## config.mk

```make
export PLATFORM = sky130hd
export DESIGN_NAME = url_path_trimmer
export DESIGN_NICKNAME = d
export VERILOG_FILES = /design/src/upt_pkg.sv /design/src/url_path_trimmer.sv
export SDC_FILE = /design/constraint.sdc
export NUM_CORES = 1
export LEC_CHECK = 0
export BUFFER_PORTS_ARGS = -buffer_cell sky130_fd_sc_hd__buf_2
export CORE_AREA = 8 8 122 124
export DETAILED_ROUTE_END_ITERATION = 6
export DIE_AREA = 0 0 130 132
export PLACE_DENSITY_LB_ADDON = 0.25
export SLEW_MARGIN = 20
export SYNTH_ARGS = -nofsm -noshare
export SYNTH_HDL_FRONTEND = slang
export SYNTH_SLANG_ARGS = --single-unit
```

## constraint.sdc

```tcl
create_clock -name clk -period 5.4 [get_ports clk]
set_input_delay 0 -clock clk [delete_from_list [all_inputs] [get_ports clk]]
set_output_delay 0 -clock clk [all_outputs]
set_load 0.05 [all_outputs]
```

## src/upt_pkg.sv

```systemverilog
// Package for the URL path trimmer: sizes, character codes, register map
// No dependencies; imported by url_path_trimmer and upt_checker
`default_nettype none

package upt_pkg;

    // longest URL taken into account; the length saturates here
    localparam int MAX_URL_LEN = 4096;
    localparam int LEN_W       = $clog2(MAX_URL_LEN + 1);
    localparam int CHAR_W      = 8;

    // stream data widths, padded to whole bytes
    localparam int IN_DATA_W   = CHAR_W;
    localparam int OUT_FIELD_W = CHAR_W + LEN_W;
    localparam int OUT_DATA_W  = ((OUT_FIELD_W + 7) / 8) * 8;
    localparam int OUT_PAD_W   = OUT_DATA_W - OUT_FIELD_W;

    // configuration port
    localparam int ADDR_W = 4;
    localparam int DATA_W = 32;

    typedef enum logic [1:0] {
        REG_KEEP_QUERY    = 2'd0,
        REG_SEGMENT_LIMIT = 2'd1,
        REG_FOLD_CASE     = 2'd2
    } reg_idx_t;

    // characters of interest
    localparam logic [CHAR_W-1:0] CHAR_QUESTION  = 8'h3F;
    localparam logic [CHAR_W-1:0] CHAR_AMPERSAND = 8'h26;
    localparam logic [CHAR_W-1:0] CHAR_SLASH     = 8'h2F;
    localparam logic [CHAR_W-1:0] CHAR_UPPER_A   = 8'h41;
    localparam logic [CHAR_W-1:0] CHAR_UPPER_Z   = 8'h5A;
    localparam logic [CHAR_W-1:0] CASE_OFFSET    = 8'h20;

endpackage

`default_nettype wire

```

## src/url_path_trimmer.sv

```systemverilog
// URL path trimmer: case folding and query / segment cut of a URL byte stream
// Depends on upt_pkg
//
// Usage: the bytes of one URL arrive on the s_ stream, one per transaction,
// with s_tlast on the final byte. Every input transaction gives one output
// transaction on the m_ stream carrying the byte (lower-cased when
// fold_case is set) and, on the transaction with m_tlast, the number of
// bytes of the URL to keep; kept_length reads zero on other transactions.
// The output is valid in the cycle after the input transaction, and one byte
// is taken in every cycle while the receiver does not stall: the per-byte
// scan is a single compare-and-update step between the scan registers and the output register.
// A stalled receiver holds the output register; s_tready stays high while
// the output register is empty or is being emptied in the same cycle.
// Reset clears the configuration registers, the scan state and the output valid.
// Registers on the APB port: keep_query at 0x0, segment_limit at 0x4,
// fold_case at 0x8; write them only while the stream is idle.
`default_nettype none

module url_path_trimmer
    import upt_pkg::*;
(
    input  wire logic                  clk,
    input  wire logic                  rst_n,
    // input stream
    input  wire logic                  s_tvalid,
    output logic                       s_tready,
    input  wire logic [IN_DATA_W-1:0]  s_tdata,   // [7:0] char_in
    input  wire logic                  s_tlast,   // last_in
    // output stream
    output logic                       m_tvalid,
    input  wire logic                  m_tready,
    output logic [OUT_DATA_W-1:0]      m_tdata,   // [7:0] char_out, [20:8] kept_length, zero pad
    output logic                       m_tlast,   // last_out
    // configuration port
    input  wire logic                  psel,
    input  wire logic                  penable,
    input  wire logic                  pwrite,
    input  wire logic [ADDR_W-1:0]     paddr,
    input  wire logic [DATA_W-1:0]     pwdata,
    output logic [DATA_W-1:0]          prdata,
    output logic                       pready
);

    // configuration registers
    logic              keep_query_reg;
    logic [7:0]        segment_limit_reg;
    logic              fold_case_reg;
    reg_idx_t          reg_idx;
    logic              cfg_write;

    // scan state
    logic [LEN_W-1:0]  idx_reg, idx_next;
    logic [LEN_W-1:0]  q_cut_reg, q_cut_next;
    logic              q_seen_reg, q_seen_next;
    logic [LEN_W-1:0]  a_cut_reg, a_cut_next;
    logic              a_seen_reg, a_seen_next;
    logic [7:0]        slash_cnt_reg, slash_cnt_next;
    logic [LEN_W-1:0]  seg_cut_reg, seg_cut_next;
    logic              seg_done_reg, seg_done_next;

    // state after the current byte, before the end-of-URL clear
    logic [LEN_W-1:0]  idx_upd, q_cut_upd, a_cut_upd, seg_cut_upd;
    logic              q_seen_upd, a_seen_upd, seg_done_upd;
    logic [7:0]        slash_cnt_upd, slash_inc;
    logic [LEN_W-1:0]  pos_inc, kept;
    logic              in_range;

    // output register
    logic              m_valid_reg;
    logic [CHAR_W-1:0] m_char_reg, char_fold;
    logic [LEN_W-1:0]  m_kept_reg;
    logic              m_last_reg;

    logic [CHAR_W-1:0] char_in;
    logic              accept;

    assign char_in  = s_tdata[CHAR_W-1:0];
    assign s_tready = !m_valid_reg || m_tready;
    assign accept   = s_tvalid && s_tready;

    // configuration write and read
    assign pready    = 1'b1;
    assign reg_idx   = reg_idx_t'(paddr[ADDR_W-1:2]);
    assign cfg_write = psel && penable && pwrite && pready;

    always_ff @(posedge clk or negedge rst_n)
    begin
        if (!rst_n)
        begin
            keep_query_reg    <= 1'b0;
            segment_limit_reg <= '0;
            fold_case_reg     <= 1'b0;
        end
        else if (cfg_write)
        begin
            case (reg_idx)
                REG_KEEP_QUERY:    keep_query_reg    <= pwdata[0];
                REG_SEGMENT_LIMIT: segment_limit_reg <= pwdata[7:0];
                REG_FOLD_CASE:     fold_case_reg     <= pwdata[0];
                default:           ;
            endcase
        end
    end

    always_comb
    begin
        case (reg_idx)
            REG_KEEP_QUERY:    prdata = {{(DATA_W-1){1'b0}}, keep_query_reg};
            REG_SEGMENT_LIMIT: prdata = {{(DATA_W-8){1'b0}}, segment_limit_reg};
            REG_FOLD_CASE:     prdata = {{(DATA_W-1){1'b0}}, fold_case_reg};
            default:           prdata = '0;
        endcase
    end

    // per-byte scan: first '?', first '&', limiting slash
    assign in_range  = (idx_reg < LEN_W'(MAX_URL_LEN));
    assign pos_inc   = idx_reg + LEN_W'(1);
    assign slash_inc = slash_cnt_reg + 8'd1;

    always_comb
    begin
        idx_upd       = idx_reg;
        q_cut_upd     = q_cut_reg;
        q_seen_upd    = q_seen_reg;
        a_cut_upd     = a_cut_reg;
        a_seen_upd    = a_seen_reg;
        slash_cnt_upd = slash_cnt_reg;
        seg_cut_upd   = seg_cut_reg;
        seg_done_upd  = seg_done_reg;
        if (in_range)
        begin
            if (char_in == CHAR_QUESTION && !q_seen_reg)
            begin
                q_seen_upd = 1'b1;
                q_cut_upd  = idx_reg;
            end
            if (char_in == CHAR_AMPERSAND && !a_seen_reg)
            begin
                a_seen_upd = 1'b1;
                a_cut_upd  = idx_reg;
            end
            // the leading byte never counts as a slash
            if (char_in == CHAR_SLASH && idx_reg != '0 && segment_limit_reg != '0
                && !seg_done_reg)
            begin
                slash_cnt_upd = slash_inc;
                if (slash_inc >= segment_limit_reg)
                begin
                    seg_done_upd = 1'b1;
                    seg_cut_upd  = pos_inc;
                end
            end
            idx_upd = pos_inc;
        end
    end

    // kept length on the final byte: smallest applicable cut
    always_comb
    begin
        kept = idx_upd;
        if (!keep_query_reg)
        begin
            if (q_seen_upd)
            begin
                if (q_cut_upd < kept)
                    kept = q_cut_upd;
            end
            else if (a_seen_upd && a_cut_upd < kept)
            begin
                kept = a_cut_upd;
            end
        end
        if (seg_done_upd && seg_cut_upd < kept)
            kept = seg_cut_upd;
    end

    // next scan state, cleared after the final byte
    always_comb
    begin
        idx_next       = idx_reg;
        q_cut_next     = q_cut_reg;
        q_seen_next    = q_seen_reg;
        a_cut_next     = a_cut_reg;
        a_seen_next    = a_seen_reg;
        slash_cnt_next = slash_cnt_reg;
        seg_cut_next   = seg_cut_reg;
        seg_done_next  = seg_done_reg;
        if (accept)
        begin
            if (s_tlast)
            begin
                idx_next       = '0;
                q_cut_next     = '0;
                q_seen_next    = 1'b0;
                a_cut_next     = '0;
                a_seen_next    = 1'b0;
                slash_cnt_next = '0;
                seg_cut_next   = '0;
                seg_done_next  = 1'b0;
            end
            else
            begin
                idx_next       = idx_upd;
                q_cut_next     = q_cut_upd;
                q_seen_next    = q_seen_upd;
                a_cut_next     = a_cut_upd;
                a_seen_next    = a_seen_upd;
                slash_cnt_next = slash_cnt_upd;
                seg_cut_next   = seg_cut_upd;
                seg_done_next  = seg_done_upd;
            end
        end
    end

    always_ff @(posedge clk or negedge rst_n)
    begin
        if (!rst_n)
        begin
            idx_reg       <= '0;
            q_cut_reg     <= '0;
            q_seen_reg    <= 1'b0;
            a_cut_reg     <= '0;
            a_seen_reg    <= 1'b0;
            slash_cnt_reg <= '0;
            seg_cut_reg   <= '0;
            seg_done_reg  <= 1'b0;
        end
        else
        begin
            idx_reg       <= idx_next;
            q_cut_reg     <= q_cut_next;
            q_seen_reg    <= q_seen_next;
            a_cut_reg     <= a_cut_next;
            a_seen_reg    <= a_seen_next;
            slash_cnt_reg <= slash_cnt_next;
            seg_cut_reg   <= seg_cut_next;
            seg_done_reg  <= seg_done_next;
        end
    end

    // case folding of upper-case letters
    always_comb
    begin
        char_fold = char_in;
        if (fold_case_reg && char_in inside {[CHAR_UPPER_A:CHAR_UPPER_Z]})
            char_fold = char_in + CASE_OFFSET;
    end

    // output register: valid flag
    always_ff @(posedge clk or negedge rst_n)
    begin
        if (!rst_n)
            m_valid_reg <= 1'b0;
        else if (accept)
            m_valid_reg <= 1'b1;
        else if (m_tready)
            m_valid_reg <= 1'b0;
    end

    // output register: payload
    always_ff @(posedge clk)
    begin
        if (accept)
        begin
            m_char_reg <= char_fold;
            m_last_reg <= s_tlast;
            m_kept_reg <= s_tlast ? kept : '0;
        end
    end

    assign m_tvalid = m_valid_reg;
    assign m_tlast  = m_last_reg;
    assign m_tdata  = {{OUT_PAD_W{1'b0}}, m_kept_reg, m_char_reg};

endmodule

`default_nettype wire

```

## After elaboration in Yosys (flattened, before gate mapping)

Index checks and enable logic that the tools add are counted.

- Add/sub/neg operators: 3
- $lt $le $gt $ge: 7
- Equality and inequality tests: 5
- Muxes and demuxes: 34
- Reductions and logical operators: 27

Operators with widths:

| cell | count |
|---|---|
| 13-bit two-way mux | 17 |
| 13-bit < comparator | 3 |
| 8-bit two-way mux | 4 |
| 8-bit by 6-bit == test with 1-bit output, second input constant | 3 |
| 8-bit case mux with 3 select lines | 1 |
| 13-bit by 1-bit adder with 13-bit output, second input constant | 1 |
| 13-bit < comparator, second input constant | 1 |
| 13-bit nonzero test | 1 |
| 1-bit logical AND | 12 |
| 1-bit two-way mux | 12 |
| 8-bit by 1-bit adder with 8-bit output, second input constant | 1 |
| 8-bit by 6-bit adder with 8-bit output, second input constant | 1 |
| 8-bit by 7-bit >= comparator with 1-bit output, second input constant | 1 |
| 8-bit >= comparator | 1 |
| 8-bit by 7-bit <= comparator with 1-bit output, second input constant | 1 |
| 8-bit nonzero test | 1 |
| 2-bit AND reduction | 3 |
| 2-bit nonzero test | 3 |
| 1-bit zero test | 4 |
| 3-bit AND reduction | 1 |
| 2-bit by 1-bit == test with 1-bit output, second input constant | 1 |
| 2-bit == test, second input constant | 1 |
| 2-bit zero test | 1 |
| 1-bit logical OR | 1 |

- Register bits: 96
- Input port bits: 52
- Output and inout port bits: 60
- Word-level logic and storage cells: 91

## Longest topological paths before layout

- Depth in word-level cells: 12
- Mapped depth: 25
- Mapped depth without buffers: 22

## Least setup slack after synthesis

OpenSTA, ideal clock, no wires.

- Path kind: reg-to-reg
- Start: register idx_reg[12]
- End: register m_kept_reg[10] (data pin)
- Library setup time: 0.169 ns
- Arrival: 5.388 ns
- Data required time: 5.231 ns
- Slack: -0.157 ns
- Cell stages (with the launch flop): 23
- Path buffers: 3
- Period minus slack after synthesis: 5.557 ns
- Cells stage by stage: dfrtp_1 buf_2 nand3b_4 nor4_4 clkbuf_1 mux2i_1 inv_1 ha_1 and3_1 a221oi_1 o221a_2 o311a_1 nor2_1 a221o_1 ha_1 a21o_1 a21o_1 a21oi_1 a211o_1 and4b_4 buf_6 or4_1 o31ai_1

- Cells in the longest elaborated chain, start to end: 10
- Elaborated cells between the ends (all ways): 28
- Those cells by class: 1 x add/sub; 4 x order compare; 17 x mux; 6 x reduce/logical

RTL lines:

| what | RTL line | text |
|---|---|---|
| from (decl) | url_path_trimmer.sv:52 | `logic [LEN_W-1:0] idx_reg, idx_next;` |
| from (signal assigned) | url_path_trimmer.sv:230 | `idx_reg <= idx_next;` |
| 13-bit by 1-bit adder with 13-bit output (tied with other cells) | url_path_trimmer.sv:117 | `assign pos_inc = idx_reg + LEN_W'(1);` |
| 13-bit two-way mux | url_path_trimmer.sv:130 | `if (in_range)` |
| 13-bit < comparator | url_path_trimmer.sv:168 | `else if (a_seen_upd && a_cut_upd < kept)` |
| 1-bit logical AND | url_path_trimmer.sv:168 |  |
| 13-bit two-way mux | url_path_trimmer.sv:168 |  |
| 13-bit two-way mux | url_path_trimmer.sv:163 | `if (q_seen_upd)` |
| 13-bit two-way mux | url_path_trimmer.sv:161 | `if (!keep_query_reg)` |
| 13-bit < comparator | url_path_trimmer.sv:173 | `if (seg_done_upd && seg_cut_upd < kept)` |
| 1-bit logical AND | url_path_trimmer.sv:173 |  |
| 13-bit two-way mux * | url_path_trimmer.sv:173 |  |
| to (signal assigned) | url_path_trimmer.sv:267 | `m_kept_reg <= s_tlast ? kept : '0;` |
| to (decl) | url_path_trimmer.sv:71 | `logic [LEN_W-1:0] m_kept_reg;` |

Mark *: on every way between the ends. The rest lies on a longest branch, timed or not.
A chain may end at the register's enable or synchronous reset.

## Worst setup path in the final report

- Start: register idx_reg[0]
- End: register m_kept_reg[5] (data pin)

The elaborated chain is that of the path after synthesis.

==> flow_summary.toml <==
[sta]
rsz0062_at_grt = "yes"
maxSlewViolCount = 0
hold_slack_ns = 0.0174
post-route-period-util_pct = 98.3
min_period_ns = 5.31
tightest_slew_ns = 0.968
skew_ns = 0.00801
worst_slack_ns = 0.0930
maxSlewHeadroom_pct = 35.5
finalSetupViolations = 0
max_freq_ghz = 0.188
fin_tns_setup_ns = 0
hold_viol = 0

[outcome]
status = "completed"

[grt]
grt-ovfl-total = 0
antenna_found_initial = 0
first_global_vias = 5962
grt_pass1_wl_um = 29500
grt_usage_pct = 21.5
grt_max_degree = 75

[logic_synthesis]
syn_area_per_cell_sq_um = 9.18
synthArstFlopShare_pct = 77.1
synth_area_sq_um = 6520
synth_ff_type = "dfrtp_1"
syn_inst = 711
yosysWarnings = 0
yosys-top-cells-area = "dfrtp_1, edfxtp_1, ha_1"
synth_top_area_share_pct = 28.4
ys_seq_area_share_pct = 38.5
synth_edf_count = 22
ys_seq_elements = 96
yosys.area.top_type = "dfrtp_1"
ys_types = 60

[hold_path]
hold_depth = 3
hold_path.class = "primary input to flip-flop"

[flow_run]
cap_violations = 0

[clock_tree]
clkSinkCount = 96
clk_latency_ns = 0.36
cts_buffers = 9
cts.path.max_buffers = 2
cts_tree = "built"
cts-root-buf = "clkbuf_16"
h-tree-depth = 3
clk_pin_slew_ns = 0.07

[route]
dr_total_vias = 6019
ant_nets = 0
vias_per_cell = 5.71
firstDrtPassIters = 5
post_drt_wl_per_cell_um = 18.0
drtIter0Drc = 543
postRouteWirelength_um = 19000
route.detailed.drc = 0

[pwr]
p_int_mw = 1.37
seqPwrFrac_pct = 40.1
comb_power_share_pct = 23.7
leakage_nw = 4.01
netSwitchingFraction_pct = 31.3
pwr-share-clk_pct = 36.2
power.switching_mw = 0.627
vdd_drop_max_mv = 0.152
pwr_density_cell_nw_per_um2 = 234

[die]
start_util_pct = 50.3
die_h_um = 132
io-pin-count = 112
die_x_um = 130
die-area_sq_um = 17200
core_area_sq_um = 13000
rows = 42

[critical_path]
crit_fanout = 13
cp-start-kind = "flip-flop"
path_class = "flip-flop to flip-flop"
r2r_cells = 22
cp-end-kind = "flip-flop"
cp_data_required_time_ns = 5.57
crit_arrival_ns = 5.48

[layout]
diodes = 0
final_design_area_no_fill_sq_um = 8550
utilization_pct = 65.9
nets = 975
drive_gt1_share_pct = 29.1
syn_to_final_growth_pct = 31.1

[place]
placed_area_sq_um = 7600
port-buffer-count = 57
place_ws_ns = -0.250
hpwl_um = 13600
place.gp.congestion = 0.985
==> final timing paths <==
| check | start | endpoint | slack (ns) |
|---|---|---|---|
| hold reg to reg | q_cut_reg[2] | q_cut_reg[2] | 0.48 |
| min in group asynchronous | rst_n | slash_cnt_reg[2] | 0.43 |
| setup reg to reg | idx_reg[0] | m_kept_reg[5] | 0.09 |
| max in group asynchronous | rst_n | a_cut_reg[8] | 4.35 |
| hold / removal | paddr[3] | fold_case_reg | 0.02 |
| setup / recovery | idx_reg[0] | m_kept_reg[5] | 0.09 |
==> power groups by stage <==
stage | registers [mW] | clock network (mW) | logic (mW)
2_1_floorplan | 0.844 | 0 | 0.261
3_3_place_gp | 0.814 | 0 | 0.411
3_5_place_dp | 0.817 | 0 | 0.419
4_1_cts | 0.802 | 0.733 | 0.431
5_1_grt | 0.805 | 0.752 | 0.505
6_report | 0.803 | 0.725 | 0.474
==> Yosys cell counts, drive strengths merged, types with 8 or more instances <==
cell / instances
inv: 50
nor2: 27
nand3: 17
a21oi: 20
nor3: 23
and3: 8
o31ai: 13
mux2: 8
nand2: 80
clkbuf: 33
o21ai: 79
a221o: 9
mux2i: 28
xor2: 11
or4: 11
dfrtp: 74
ha: 49
buf: 34
xnor2: 17
and2: 10
edfxtp: 22
==> critical path, stage by stage, from the launching register on <==
cell and delay, ns:
dfrtp_1 0.38, nand3_1 0.10, or2_2 0.34, nor4_2 0.31, and3_1 0.21, xnor2_1 0.15
ha_1 0.35, and4_1 0.22, nand4_1 0.15, buf_4 0.18, o31a_1 0.32, buf_4 0.15
o21ai_0 0.17, a21oi_1 0.13, ha_1 0.25, a21o_1 0.18, a21o_1 0.19, a21oi_2 0.18
a211o_1 0.18, buf_4 0.13, and4b_4 0.25, or4_1 0.50, o31ai_1 0.09
==> through the flow <==
step | instances | power [mW]
final | 1055 | 2.00
after global routing | 1055 | 2.06
after CTS | 1041 | 1.97
after detailed placement | 1008 | 1.24
after global placement | 1008 | 1.23
after floorplan | 737 | 1.10
==> final cells by class <==
class | count | area, sq um
sequential | 96 | 2510
tap | 176 | 220
timing repair buffer | 192 | 1430
clock inverter | 5 | 85.1
fill | 1003 | 4430
multi-input combinational | 525 | 3870
inverter | 50 | 188
clock buffer | 11 | 254
==> cell usage in the layout (no fill, tap or decap), types with 17 or more instances in the layout <==
master         Yosys  layout
edfxtp_1          22      22
o21ai_0           78      76
nor2_1            26      22
dlygate4sd3_1      0      17
nor3_1            23      21
buf_2              3      57
a21oi_1           20      17
nand2_1           80      78
mux2i_1           28      17
ha_1              49      44
dfrtp_1           74      74
conb_1             2      28
inv_1             50      45
buf_4             28     109
==> per-layer routing <==
layer | up-vias | wire length (um) | part of all wire [%] | global-route usage [%]
li1 | 2827 | - | - | -
met1 | 2899 | 8350 | 44 | 28.3
met2 | 239 | 8950 | 47 | 34.1
met3 | 54 | 1110 | 5.9 | 3.84
met4 | 0 | 574 | 3.0 | 8.20
met5 | - | 0 | 0 | 0
==> timing repair <==
item / 4_1_cts / 5_1_grt
gates cloned: 0 / 2
setup endpoints to repair: 12 / 13
setup buffers: 0 / 12
pin swaps: 0 / 15
hold buffers: 17 / 0
endpoints found under the hold margin: 91 / 0
resized for setup: 1 / 63
==> logic make-up (layout without fill, tap and decap cells) <==
logic type / count (synthesis) / after routing / synth area share, %
fa+ha+maj: 49 / 49 / 9.40
mux: 36 / 36 / 5.68
buf+inv: 117 / 258 / 8.52
xor+xnor: 28 / 28 / 3.76
compound gates: 163 / 164 / 16.0
simple gates: 220 / 220 / 18.0
other cells: 2 / 28 / 0.115
flops: 96 / 96 / 38.5
No activity file was read; power rests on OpenSTA's default activity.
